[src/hdl/dsfe_pkg.sv]
// Shared types and constants for the DLE byte-stuffing frame encoder.
// Holds the job word format passed from the front end to the back end.
// No dependencies.
package dsfe_pkg;

    localparam int BYTE_W  = 8;
    localparam int HLEN_W  = 4;
    localparam int SUM_W   = 7;
    localparam int QDEPTH  = 2;
    localparam int QPTR_W  = $clog2(QDEPTH);
    localparam int QCNT_W  = $clog2(QDEPTH + 1);

    localparam logic [BYTE_W-1:0] ESC_BYTE   = 8'h10;
    localparam logic [BYTE_W-1:0] CHECK_MARK = 8'h80;
    localparam logic [BYTE_W-1:0] STX_BYTE   = 8'h02;
    localparam logic [BYTE_W-1:0] ETX_BYTE   = 8'h03;
    localparam logic [BYTE_W-1:0] EOT_BYTE   = 8'h04;
    localparam logic [BYTE_W-1:0] ENQ_BYTE   = 8'h05;

    localparam logic [HLEN_W-1:0] HLEN_RESET = 4'd3;

    typedef enum logic [1:0] {
        JOB_PLAIN,
        JOB_STUFF,
        JOB_END
    } job_kind_t;

    typedef struct packed {
        job_kind_t          kind;
        logic [BYTE_W-1:0]  data;
        logic [SUM_W-1:0]   chk;
    } job_t;

    function automatic logic needs_escape(input logic [BYTE_W-1:0] b);
        logic hit;
        unique case (b) inside
            STX_BYTE, ETX_BYTE, EOT_BYTE, ENQ_BYTE, ESC_BYTE: hit = 1'b1;
            default:                                          hit = 1'b0;
        endcase
        return hit;
    endfunction

endpackage

[src/hdl/dsfe_in_if.sv]
// Input channel of the frame encoder: one raw frame byte per word.
// Depends on dsfe_pkg.
interface dsfe_in_if
    import dsfe_pkg::*;
();
    logic              valid;
    logic              ready;
    logic [BYTE_W-1:0] frame_byte;
    logic              is_end_byte;

    modport source (output valid, frame_byte, is_end_byte, input ready);
    modport sink   (input valid, frame_byte, is_end_byte, output ready);
endinterface

[src/hdl/dsfe_out_if.sv]
// Output channel of the frame encoder: one line byte per word.
// Depends on dsfe_pkg.
interface dsfe_out_if
    import dsfe_pkg::*;
();
    logic              valid;
    logic              ready;
    logic [BYTE_W-1:0] line_byte;
    logic              frame_done;
    logic              last_of_run;

    modport source (output valid, line_byte, frame_done, last_of_run, input ready);
    modport sink   (input valid, line_byte, frame_done, last_of_run, output ready);
endinterface

[src/hdl/dle_stuffed_frame_encoder_core.sv]
// Top level of the DLE byte-stuffing frame encoder.
// Depends on dsfe_pkg, dsfe_in_if, dsfe_out_if, dsfe_front, dsfe_job_queue, dsfe_back.
//
// Takes one raw frame byte per input word and sends line bytes out one per
// word: header bytes and plain body bytes give one word, a body byte of
// 0x02..0x05 or 0x10 gives an escape 0x10 then the byte, and the end byte
// gives itself then the checksum (low seven bits of the body byte sum, with
// bit 7 set, frame_done high). The output port moves one word per cycle
// while out_ch.ready is high; a two-entry job queue lets the input keep
// accepting while the output stalls, until the queue is full.
// header_length (reset 3) is written through cfg_wr_en/cfg_wr_data.
module dle_stuffed_frame_encoder_core
    import dsfe_pkg::*;
(
    input  logic              clk,
    input  logic              rst_n,
    input  logic              cfg_wr_en,
    input  logic [HLEN_W-1:0] cfg_wr_data,
    dsfe_in_if.sink           in_ch,
    dsfe_out_if.source        out_ch
);

    logic q_full;
    logic q_push;
    job_t q_job;
    logic q_pop;
    logic head_valid;
    job_t head_job;

    dsfe_front u_front (
        .clk         (clk),
        .rst_n       (rst_n),
        .cfg_wr_en   (cfg_wr_en),
        .cfg_wr_data (cfg_wr_data),
        .in_ch       (in_ch),
        .q_full      (q_full),
        .q_push      (q_push),
        .q_job       (q_job)
    );

    dsfe_job_queue u_queue (
        .clk        (clk),
        .rst_n      (rst_n),
        .push       (q_push),
        .push_job   (q_job),
        .pop        (q_pop),
        .full       (q_full),
        .head_valid (head_valid),
        .head_job   (head_job)
    );

    dsfe_back u_back (
        .clk        (clk),
        .rst_n      (rst_n),
        .head_valid (head_valid),
        .head_job   (head_job),
        .pop        (q_pop),
        .out_ch     (out_ch)
    );

endmodule

[src/hdl/dsfe_front.sv]
// Front end: accepts frame bytes, tracks header position and checksum,
// and turns each byte into a job word. Depends on dsfe_pkg, dsfe_in_if.
module dsfe_front
    import dsfe_pkg::*;
(
    input  logic              clk,
    input  logic              rst_n,
    input  logic              cfg_wr_en,
    input  logic [HLEN_W-1:0] cfg_wr_data,
    dsfe_in_if.sink           in_ch,
    input  logic              q_full,
    output logic              q_push,
    output job_t              q_job
);

    logic [HLEN_W-1:0] header_length_reg;
    logic [HLEN_W-1:0] byte_position_reg, byte_position_next;
    logic [SUM_W-1:0]  running_sum_reg, running_sum_next;
    logic              in_header;
    logic [SUM_W-1:0]  sum_added;

    assign in_ch.ready = !q_full;
    assign q_push      = in_ch.valid && in_ch.ready;
    assign in_header   = byte_position_reg < header_length_reg;
    assign sum_added   = running_sum_reg + in_ch.frame_byte[SUM_W-1:0];

    always_comb
    begin
        q_job.data = in_ch.frame_byte;
        q_job.chk  = in_header ? running_sum_reg : sum_added;
        if (in_ch.is_end_byte)
        begin
            q_job.kind = JOB_END;
        end
        else if (!in_header && needs_escape(in_ch.frame_byte))
        begin
            q_job.kind = JOB_STUFF;
        end
        else
        begin
            q_job.kind = JOB_PLAIN;
        end

        if (in_ch.is_end_byte)
        begin
            byte_position_next = '0;
            running_sum_next   = '0;
        end
        else
        begin
            byte_position_next = in_header ? byte_position_reg + 1'b1 : header_length_reg;
            running_sum_next   = q_job.chk;
        end
    end

    always_ff @(posedge clk or negedge rst_n)
    begin
        if (!rst_n)
        begin
            header_length_reg <= HLEN_RESET;
            byte_position_reg <= '0;
            running_sum_reg   <= '0;
        end
        else
        begin
            if (cfg_wr_en)
            begin
                header_length_reg <= cfg_wr_data;
            end
            if (q_push)
            begin
                byte_position_reg <= byte_position_next;
                running_sum_reg   <= running_sum_next;
            end
        end
    end

endmodule

[src/hdl/dsfe_job_queue.sv]
// Short FIFO of job words between the front end and the back end.
// Depends on dsfe_pkg.
module dsfe_job_queue
    import dsfe_pkg::*;
(
    input  logic clk,
    input  logic rst_n,
    input  logic push,
    input  job_t push_job,
    input  logic pop,
    output logic full,
    output logic head_valid,
    output job_t head_job
);

    job_t              entry_reg [QDEPTH];
    logic [QPTR_W-1:0] wr_ptr_reg, rd_ptr_reg;
    logic [QCNT_W-1:0] count_reg, count_next;

    assign full       = count_reg == QCNT_W'(QDEPTH);
    assign head_valid = count_reg != '0;
    assign head_job   = entry_reg[rd_ptr_reg];

    always_comb
    begin
        count_next = count_reg;
        case ({push, pop})
            2'b10:   count_next = count_reg + 1'b1;
            2'b01:   count_next = count_reg - 1'b1;
            default: count_next = count_reg;
        endcase
    end

    always_ff @(posedge clk)
    begin
        if (push)
        begin
            entry_reg[wr_ptr_reg] <= push_job;
        end
    end

    always_ff @(posedge clk or negedge rst_n)
    begin
        if (!rst_n)
        begin
            wr_ptr_reg <= '0;
            rd_ptr_reg <= '0;
            count_reg  <= '0;
        end
        else
        begin
            if (push)
            begin
                wr_ptr_reg <= (wr_ptr_reg == QPTR_W'(QDEPTH - 1)) ? '0 : wr_ptr_reg + 1'b1;
            end
            if (pop)
            begin
                rd_ptr_reg <= (rd_ptr_reg == QPTR_W'(QDEPTH - 1)) ? '0 : rd_ptr_reg + 1'b1;
            end
            count_reg <= count_next;
        end
    end

`ifndef SYNTHESIS
    a_no_overflow: assert property (@(posedge clk) disable iff (!rst_n)
        count_reg == QCNT_W'(QDEPTH) && push |-> pop)
        else $error("job queue overflow");
    a_no_underflow: assert property (@(posedge clk) disable iff (!rst_n)
        pop |-> count_reg != '0)
        else $error("job queue underflow");
    a_count_step: assert property (@(posedge clk) disable iff (!rst_n)
        push && !pop |=> count_reg == $past(count_reg) + 1'b1)
        else $error("job queue count did not advance");
`endif

endmodule

[src/hdl/dsfe_back.sv]
// Back end: expands job words into line bytes (escape, data, checksum)
// through an output register. Depends on dsfe_pkg, dsfe_out_if.
module dsfe_back
    import dsfe_pkg::*;
(
    input  logic      clk,
    input  logic      rst_n,
    input  logic      head_valid,
    input  job_t      head_job,
    output logic      pop,
    dsfe_out_if.source out_ch
);

    logic              out_valid_reg, out_valid_next;
    logic [BYTE_W-1:0] line_byte_reg, line_byte_next;
    logic              frame_done_reg, frame_done_next;
    logic              last_reg, last_next;
    logic              phase_reg, phase_next;
    logic              slot_free;

    assign slot_free          = !out_valid_reg || out_ch.ready;
    assign out_ch.valid       = out_valid_reg;
    assign out_ch.line_byte   = line_byte_reg;
    assign out_ch.frame_done  = frame_done_reg;
    assign out_ch.last_of_run = last_reg;

    always_comb
    begin
        out_valid_next  = out_valid_reg && !out_ch.ready;
        line_byte_next  = line_byte_reg;
        frame_done_next = frame_done_reg;
        last_next       = last_reg;
        phase_next      = phase_reg;
        pop             = 1'b0;
        if (slot_free && head_valid)
        begin
            out_valid_next  = 1'b1;
            frame_done_next = 1'b0;
            unique case (head_job.kind)
                JOB_PLAIN:
                begin
                    line_byte_next = head_job.data;
                    last_next      = 1'b1;
                    pop            = 1'b1;
                end
                JOB_STUFF:
                begin
                    line_byte_next = phase_reg ? head_job.data : ESC_BYTE;
                    last_next      = phase_reg;
                    pop            = phase_reg;
                    phase_next     = !phase_reg;
                end
                JOB_END:
                begin
                    line_byte_next  = phase_reg ? (CHECK_MARK | BYTE_W'(head_job.chk))
                                                : head_job.data;
                    frame_done_next = phase_reg;
                    last_next       = phase_reg;
                    pop             = phase_reg;
                    phase_next      = !phase_reg;
                end
                default:
                begin
                    line_byte_next = head_job.data;
                    last_next      = 1'b1;
                    pop            = 1'b1;
                    phase_next     = 1'b0;
                end
            endcase
        end
    end

    always_ff @(posedge clk)
    begin
        line_byte_reg  <= line_byte_next;
        frame_done_reg <= frame_done_next;
        last_reg       <= last_next;
    end

    always_ff @(posedge clk or negedge rst_n)
    begin
        if (!rst_n)
        begin
            out_valid_reg <= 1'b0;
            phase_reg     <= 1'b0;
        end
        else
        begin
            out_valid_reg <= out_valid_next;
            phase_reg     <= phase_next;
        end
    end

`ifndef SYNTHESIS
    a_done_is_last: assert property (@(posedge clk) disable iff (!rst_n)
        out_valid_reg && frame_done_reg |-> last_reg)
        else $error("frame end word not marked last");
    a_phase_holds_job: assert property (@(posedge clk) disable iff (!rst_n)
        phase_reg |-> head_valid && head_job.kind != JOB_PLAIN)
        else $error("second half pending without a two-word job");
    a_half_then_rest: assert property (@(posedge clk) disable iff (!rst_n)
        out_valid_reg && !last_reg |-> phase_reg)
        else $error("first half shown but no second half pending");
`endif

endmodule

[src/flat_wrapper.sv]
// flat-port wrapper written by rule: the top's interface ports become plain ports
module dle_stuffed_frame_encoder_core_flat import dsfe_pkg::*;
  (clk, rst_n, cfg_wr_en, cfg_wr_data, in_ch_valid, in_ch_frame_byte, in_ch_is_end_byte, in_ch_ready, out_ch_valid, out_ch_line_byte, out_ch_frame_done, out_ch_last_of_run, out_ch_ready);
  dsfe_in_if in_ch_i ();
  dsfe_out_if out_ch_i ();
  input  logic clk;
  input  logic rst_n;
  input  logic cfg_wr_en;
  input  logic [HLEN_W-1:0] cfg_wr_data;
  input wire logic [$bits(in_ch_i.valid)-1:0] in_ch_valid;
  input wire logic [$bits(in_ch_i.frame_byte)-1:0] in_ch_frame_byte;
  input wire logic [$bits(in_ch_i.is_end_byte)-1:0] in_ch_is_end_byte;
  output wire logic [$bits(in_ch_i.ready)-1:0] in_ch_ready;
  output wire logic [$bits(out_ch_i.valid)-1:0] out_ch_valid;
  output wire logic [$bits(out_ch_i.line_byte)-1:0] out_ch_line_byte;
  output wire logic [$bits(out_ch_i.frame_done)-1:0] out_ch_frame_done;
  output wire logic [$bits(out_ch_i.last_of_run)-1:0] out_ch_last_of_run;
  input wire logic [$bits(out_ch_i.ready)-1:0] out_ch_ready;
  assign in_ch_i.valid = in_ch_valid;
  assign in_ch_i.frame_byte = in_ch_frame_byte;
  assign in_ch_i.is_end_byte = in_ch_is_end_byte;
  assign in_ch_ready = in_ch_i.ready;
  assign out_ch_valid = out_ch_i.valid;
  assign out_ch_line_byte = out_ch_i.line_byte;
  assign out_ch_frame_done = out_ch_i.frame_done;
  assign out_ch_last_of_run = out_ch_i.last_of_run;
  assign out_ch_i.ready = out_ch_ready;
  dle_stuffed_frame_encoder_core u_core (.clk(clk), .rst_n(rst_n), .cfg_wr_en(cfg_wr_en), .cfg_wr_data(cfg_wr_data), .in_ch(in_ch_i), .out_ch(out_ch_i));
endmodule
[config.mk]
export PLATFORM = sky130hd
export DESIGN_NAME = dle_stuffed_frame_encoder_core_flat
export DESIGN_NICKNAME = d
export VERILOG_FILES = /design/src/hdl/dsfe_pkg.sv /design/src/hdl/dsfe_in_if.sv /design/src/hdl/dsfe_out_if.sv /design/src/hdl/dle_stuffed_frame_encoder_core.sv /design/src/hdl/dsfe_front.sv /design/src/hdl/dsfe_job_queue.sv /design/src/hdl/dsfe_back.sv /design/src/flat_wrapper.sv
export SDC_FILE = /design/constraint.sdc
export NUM_CORES = 1
export LEC_CHECK = 0
export BUFFER_PORTS_ARGS = -buffer_cell sky130_fd_sc_hd__clkbuf_2
export CELL_PAD_IN_SITES_DETAIL_PLACEMENT = 1
export CELL_PAD_IN_SITES_GLOBAL_PLACEMENT = 1
export CORE_MARGIN = 4
export CORE_UTILIZATION = 47
export DETAILED_ROUTE_END_ITERATION = 8
export GPL_TIMING_DRIVEN = 1
export HOLD_SLACK_MARGIN = 0.05
export PLACE_DENSITY = 0.74
export SLEW_MARGIN = 20
export SYNTH_ARGS = -nofsm -noshare
export SYNTH_HDL_FRONTEND = slang
export SYNTH_SLANG_ARGS = --single-unit
[constraint.sdc]
create_clock -name clk -period 3.5 [get_ports clk]
set_clock_uncertainty 0.1 [all_clocks]
set_input_delay 0.35 -clock clk [delete_from_list [all_inputs] [get_ports clk]]
set_output_delay 0.35 -clock clk [all_outputs]
set_load 0.02 [all_outputs]
**Word-level counts from Yosys, hierarchy flattened**

Memory sizes are Yosys's and may differ from the RTL's.
Index checks and enable logic that the tools add are counted.

- Flip-flop bits (word level): 31
- Memories: 1
- Input port bits: 18
- Output and inout port bits: 12
- Memory bits (writable): 34

- $lt $le $gt $ge: 1
- Muxes and demuxes: 20
- Bitwise operators: 1
- Eq/ne operators: 10
- Reduce and logical (&&, ||, !) cells: 16
- Add/subtract/negate cells: 6

Memories:

| memory | depth | width | rd ports | clocked after memory_dff | wr ports | RTL line | source |
|---|---|---|---|---|---|---|---|
| u_core.u_queue.entry_reg | 2 | 17 | 1 | 0 | 1 | dsfe_job_queue.sv:16 | `job_t entry_reg [QDEPTH];` |

Operator list:

| operator | count |
|---|---|
| 8-bit by 2-bit == test with 1-bit output, second input constant | 2 |
| 8-bit by 3-bit == test with 1-bit output, second input constant | 2 |
| 8-bit 2-to-1 mux | 2 |
| 8-bit one-hot mux with 2 select lines | 1 |
| 7-bit 2-to-1 mux | 2 |
| 1-bit 2-to-1 mux | 10 |
| 8-bit by 5-bit == test with 1-bit output, second input constant | 1 |
| 4-bit 2-to-1 mux | 2 |
| 7-bit adder | 1 |
| 2-bit == test, second input constant | 3 |
| 1-bit zero test | 5 |
| 5-bit OR reduction | 1 |
| 4-bit by 1-bit adder with 4-bit output, second input constant | 1 |
| 2-bit by 1-bit == test with 1-bit output, second input constant | 2 |
| 1-bit logical AND | 4 |
| 4-bit < comparator | 1 |
| 2-bit one-hot mux with 2 select lines | 1 |
| 2-bit nonzero test | 2 |
| 1-bit adder, second input constant | 2 |
| 2-bit by 1-bit adder with 2-bit output, second input constant | 1 |
| 2-bit zero test | 1 |
| 2-bit 2-to-1 mux | 1 |
| 1-bit one-hot mux with 2 select lines | 1 |
| 2-bit AND reduction | 1 |
| 4 further kinds | 4 |

**Longest topological paths before layout**

- Word-level depth: 7
- Depth in mapped cells: 10
- Mapped depth without buffers: 9

**Cells and area by module**

Synthesis repeated with hierarchy kept, for this count alone.

- Cells, all modules: 283
- Area, all modules: 3392.0 µm²

By module, submodules not included:

| module | area an instance (µm²) | seq. area each (µm²) | cells an instance | instances |
|---|---|---|---|---|
| dsfe_job_queue | 1463.9 | 1121.1 | 69 | 1 |
| dsfe_front | 1290.0 | 377.9 | 159 | 1 |
| dsfe_back | 638.1 | 350.3 | 55 | 1 |

**Least setup slack after synthesis**

OpenSTA, ideal clock, no wires.

- Path type: reg-to-reg
- Start point: register u_core.u_queue.rd_ptr_reg
- End point: register u_core.u_queue.count_reg[1]
- Setup time: 0.079 ns
- Period minus slack after synthesis: 2.433 ns
- Stages on the path, launching flop included: 10
- Arrival time: 2.254 ns
- Required time: 3.321 ns
- Path slack: 1.067 ns
- Cell sequence: dfrtp_1 buf_2 buf_2 mux2i_1 ha_1 nor2b_1 nor2_1 ha_1 nor2_1 xor2_1

- Word-level cells in the longest chain between the ends: 7
- Elaborated cells on any way between the ends: 10

Ends and longest elaborated chain:

| item | RTL line | source |
|---|---|---|
| start, declared | dsfe_job_queue.sv:17 | `logic [QPTR_W-1:0] wr_ptr_reg, rd_ptr_reg;` |
| start signal, assigned | dsfe_job_queue.sv:58 | `rd_ptr_reg <= (rd_ptr_reg == QPTR_W'(QDEPTH - 1)) ? '0 : rd_ptr_reg + 1'b1;` |
| memory read 2 x 17 bit (*) | -- |  |
| 2-bit == test / 2-bit by 1-bit == test with 1-bit output (equally long branches) | dsfe_back.sv:39 | `unique case (head_job.kind)` |
| 2-bit OR reduction (no line) (*) | -- |  |
| 1-bit 2-to-1 mux (*) | dsfe_back.sv:39 |  |
| 1-bit 2-to-1 mux (*) | dsfe_back.sv:35 | `if (slot_free && head_valid)` |
| named net u_core.q_pop | dle_stuffed_frame_encoder_core.sv:26 | `logic q_pop;` |
| 2-bit by 1-bit == test with 1-bit output / 2-bit == test (equally long branches) | dsfe_job_queue.sv:27 | `case ({push, pop})` |
| 2-bit one-hot mux with 2 select lines / 2-bit nonzero test (equally long branches) | -- |  |
| end signal, assigned | dsfe_job_queue.sv:60 | `count_reg <= count_next;` |
| end, declared | dsfe_job_queue.sv:18 | `logic [QCNT_W-1:0] count_reg, count_next;` |

Mark *: on every way through the listed nets, which the timed path passes. The rest lies on a longest branch.
A chain may end at the register's enable or synchronous reset.

==> summary.txt <==
status -> complete, no violations
ys async rst share -> 32.3%
initial antenna violation count -> 0
switching share of power -> 37.6%
Iter 0 DRT Violations -> 67
fillers -> 679
routed len/inst -> 17.2 µm
io pins -> 30
Mapped Cells -> 256
first-pass GRT wire length -> 10700 µm
syn_nets -> 289
EDFF count, synth -> 44
Clock Sinks -> 65
Avg Inst Size Synth -> 12.1 µm²
Detailed Routing Iterations Pass 1 -> 6
Worst setup EP type -> register
synthesized area -> 3110 µm²
Peak VDD IR -> 519 µV
Critical R2R Capture -> u_core.u_queue.entry_reg[0][6]$_DFFE_PP_
hold path depth -> 3
DIE WIDTH -> 89.3 µm
pin count of the biggest net entering global routing -> 22
CTS buffer count -> 9
Tmin final -> 2.36 ns
Clk network pwr share -> 20.0%
Max Fclk -> 425 MHz
CP Launch Type -> register
clock-pin slew on the worst setup and hold paths -> 0.07 ns
Main synth FF type -> edfxtp_1
number of global-route vias before repair -> 2240
synthesized flop and latch total -> 65
vias per cell -> 5.50
H-Tree Depth -> 3
commonest non-fill, non-tap cell in the layout -> edfxtp_1
Antenna Violating Nets Remaining -> 0
Diodes inserted -> 0
Unique masters post-synth -> 50
RSZ-0062 raised after global routing -> no
clock root cell -> clkbuf_8
r2r setup slk -> 1.14 ns
Worst Hold Class -> primary input to register
max_slew headroom -> 46.5%
Final Hold Fails -> 0
Max Cap Viol -> 0
Fin Setup TNS -> 0 ns
Max Slew Vio Count -> 0
max reg flops -> 34
nets -> 327
Detail Placement HPWL -> 4790 µm
CP Class -> register to register
CTS tree -> done
Core Box Area -> 6390 µm²
Die Y -> 89.3 µm
min-delay src -> cfg_wr_data[2]
Worst Reg-to-Reg Cells -> 9
Reg power frac -> 39.6%
CP arrival -> 2.32 ns
worst hold endpoint -> u_core.u_front.header_length_reg[2]$_DFFE_PN0P_
vias post-DR -> 2068
Syn. warnings -> 0
Tcrit/Tclk final -> 67.3%
Clock Latency Late Sink -> 0.33 ns
PD cells -> 959 nW/µm²
Pint -> 2130 µW
port buffer count -> 29
worst setup path start -> u_core.u_front.running_sum_reg[0]$_DFFE_PN0P_
most frequent cells in the layout -> edfxtp_1, nand2_1, clkbuf_2
worst hold slack -> 0.120 ns
row cnt -> 29
GR Util All Layers -> 18.4%
Max FO, Critical Path -> 4
Req. time, crit path -> 3.47 ns
Longest Clk Path Bufs -> 2
# DRC -> 0
sequential cell area fraction in the yosys report -> 59.5%
P_leak -> 0.00150 µW
final setup vio count -> 0
ratio of cells with drive above 1 in the final layout -> 19.7%
final wirelength -> 6490 µm
total grt overflow -> 0
worst r2r src -> u_core.u_front.running_sum_reg[0]$_DFFE_PN0P_
Sw Pwr -> 1280 µW
Logic pwr share -> 40.4%
Initial Utilization -> 48.7%
measured slew at the worst slew-check pin -> 0.802 ns
die area -> 7980 µm²
Area Overhead vs Synth -> 14.5%
Routability Congestion -> 0.831
## what timing repair did
item / in CTS / in global routing
gates resized for setup: 0 / 0
setup buffers: 0 / 0
hold endpoints to repair: 19 / 0
hold buffers: 1 / 0
## critical path, stage by stage (launching register included)
cell,delay [ns]
dfrtp_1,0.39
ha_1,0.20
inv_1,0.06
fa_1,0.43
nor2b_4,0.15
o31ai_2,0.07
a21oi_1,0.16
xor2_1,0.22
nand2_1,0.13
xnor2_1,0.19
## cell type report
| type | count | area [µm²] | area share (%) |
|---|---|---|---|
| clock buffer | 10 | 128 | 3.59 |
| clock inverter | 6 | 82.6 | 2.32 |
| inverter | 14 | 52.6 | 1.48 |
| multi-input combinational | 170 | 1160 | 32.7 |
| sequential | 65 | 1850 | 52.0 |
| tap | 77 | 96.3 | 2.71 |
| timing repair buffer | 34 | 185 | 5.21 |
## layer usage
| metal | global-route usage, % | up-vias | share of wire, % |
|---|---|---|---|
| li1 | - | 999 | - |
| met1 | 21.9 | 1035 | 44 |
| met2 | 31.8 | 25 | 52 |
| met3 | 5.25 | 9 | 3.0 |
| met4 | 6.22 | 0 | 1.4 |
| met5 | 0 | - | 0 |
## power groups by stage
| stage | logic, µW | registers (µW) | clock network, µW |
|---|---|---|---|
| 4_1_cts | 1390 | 1360 | 697 |
| 3_5_place_dp | 1380 | 1370 | 0 |
| 6_report | 1380 | 1350 | 683 |
| 5_1_grt | 1540 | 1390 | 735 |
| 3_3_place_gp | 1330 | 1340 | 0 |
| 2_1_floorplan | 967 | 1400 | 0 |
## worst max-delay path by stage
stage | endpoint | slack (ns) | depth (start not counted)
global route | u_core.u_queue.entry_reg[1][6]$_DFFE_PP_ | 0.98 | 9
CTS | u_core.u_queue.entry_reg[0][6]$_DFFE_PP_ | 1.15 | 9
detailed placement | u_core.u_queue.entry_reg[0][6]$_DFFE_PP_ | 1.09 | 10
floorplan | u_core.u_queue.count_reg[1]$_DFFE_PN0P_ | 1.07 | 9
finish | u_core.u_queue.entry_reg[0][6]$_DFFE_PP_ | 1.14 | 9
global placement | u_core.u_queue.entry_reg[0][6]$_DFFE_PP_ | 1.14 | 10
## cells in the mapped netlist (2+ instances only)
master    instances  area [µm²]
edfxtp_1         44        1320
nand2_1          31         116
dfrtp_1          19         475
mux2i_1          19         190
nor2_1           15        56.3
ha_1             14         175
inv_1            13        48.8
o21ai_1          13        65.1
o21ai_0          11        55.1
a21oi_1           8        40.0
o22ai_1           7        43.8
xnor2_1           6        52.6
a21boi_1          5        37.5
buf_2             4        20.0
xor2_1            4        35.0
nor3_1            3        15.0
a21oi_2           2        17.5
dfstp_2           2        52.6
nand2_2           2        12.5
nand3_1           2        10.0
nor3b_1           2        15.0
or2_1             2        12.5
## through the flow
stage	setup WS, ns	util, %	cell area (µm²)	std cells	power (µW)
floorplan	1.07	-	3110	256	2370
global placement	1.14	52.3	3340	359	2670
detailed placement	1.09	52.3	3340	359	2750
CTS	1.15	55.7	3560	376	3450
global route	0.984	55.7	3560	376	3670
finish	1.14	55.7	3560	376	3410
## logic make-up after synthesis
| group | synth area share [%] |
|---|---|
| simple gates | 9.78 |
| flops | 59.5 |
| compound gates | 12.4 |
| buf+inv | 3.06 |
| mux | 6.12 |
| fa+ha+maj | 6.28 |
| xor+xnor | 2.82 |
(Power assumes the default switching activity.)
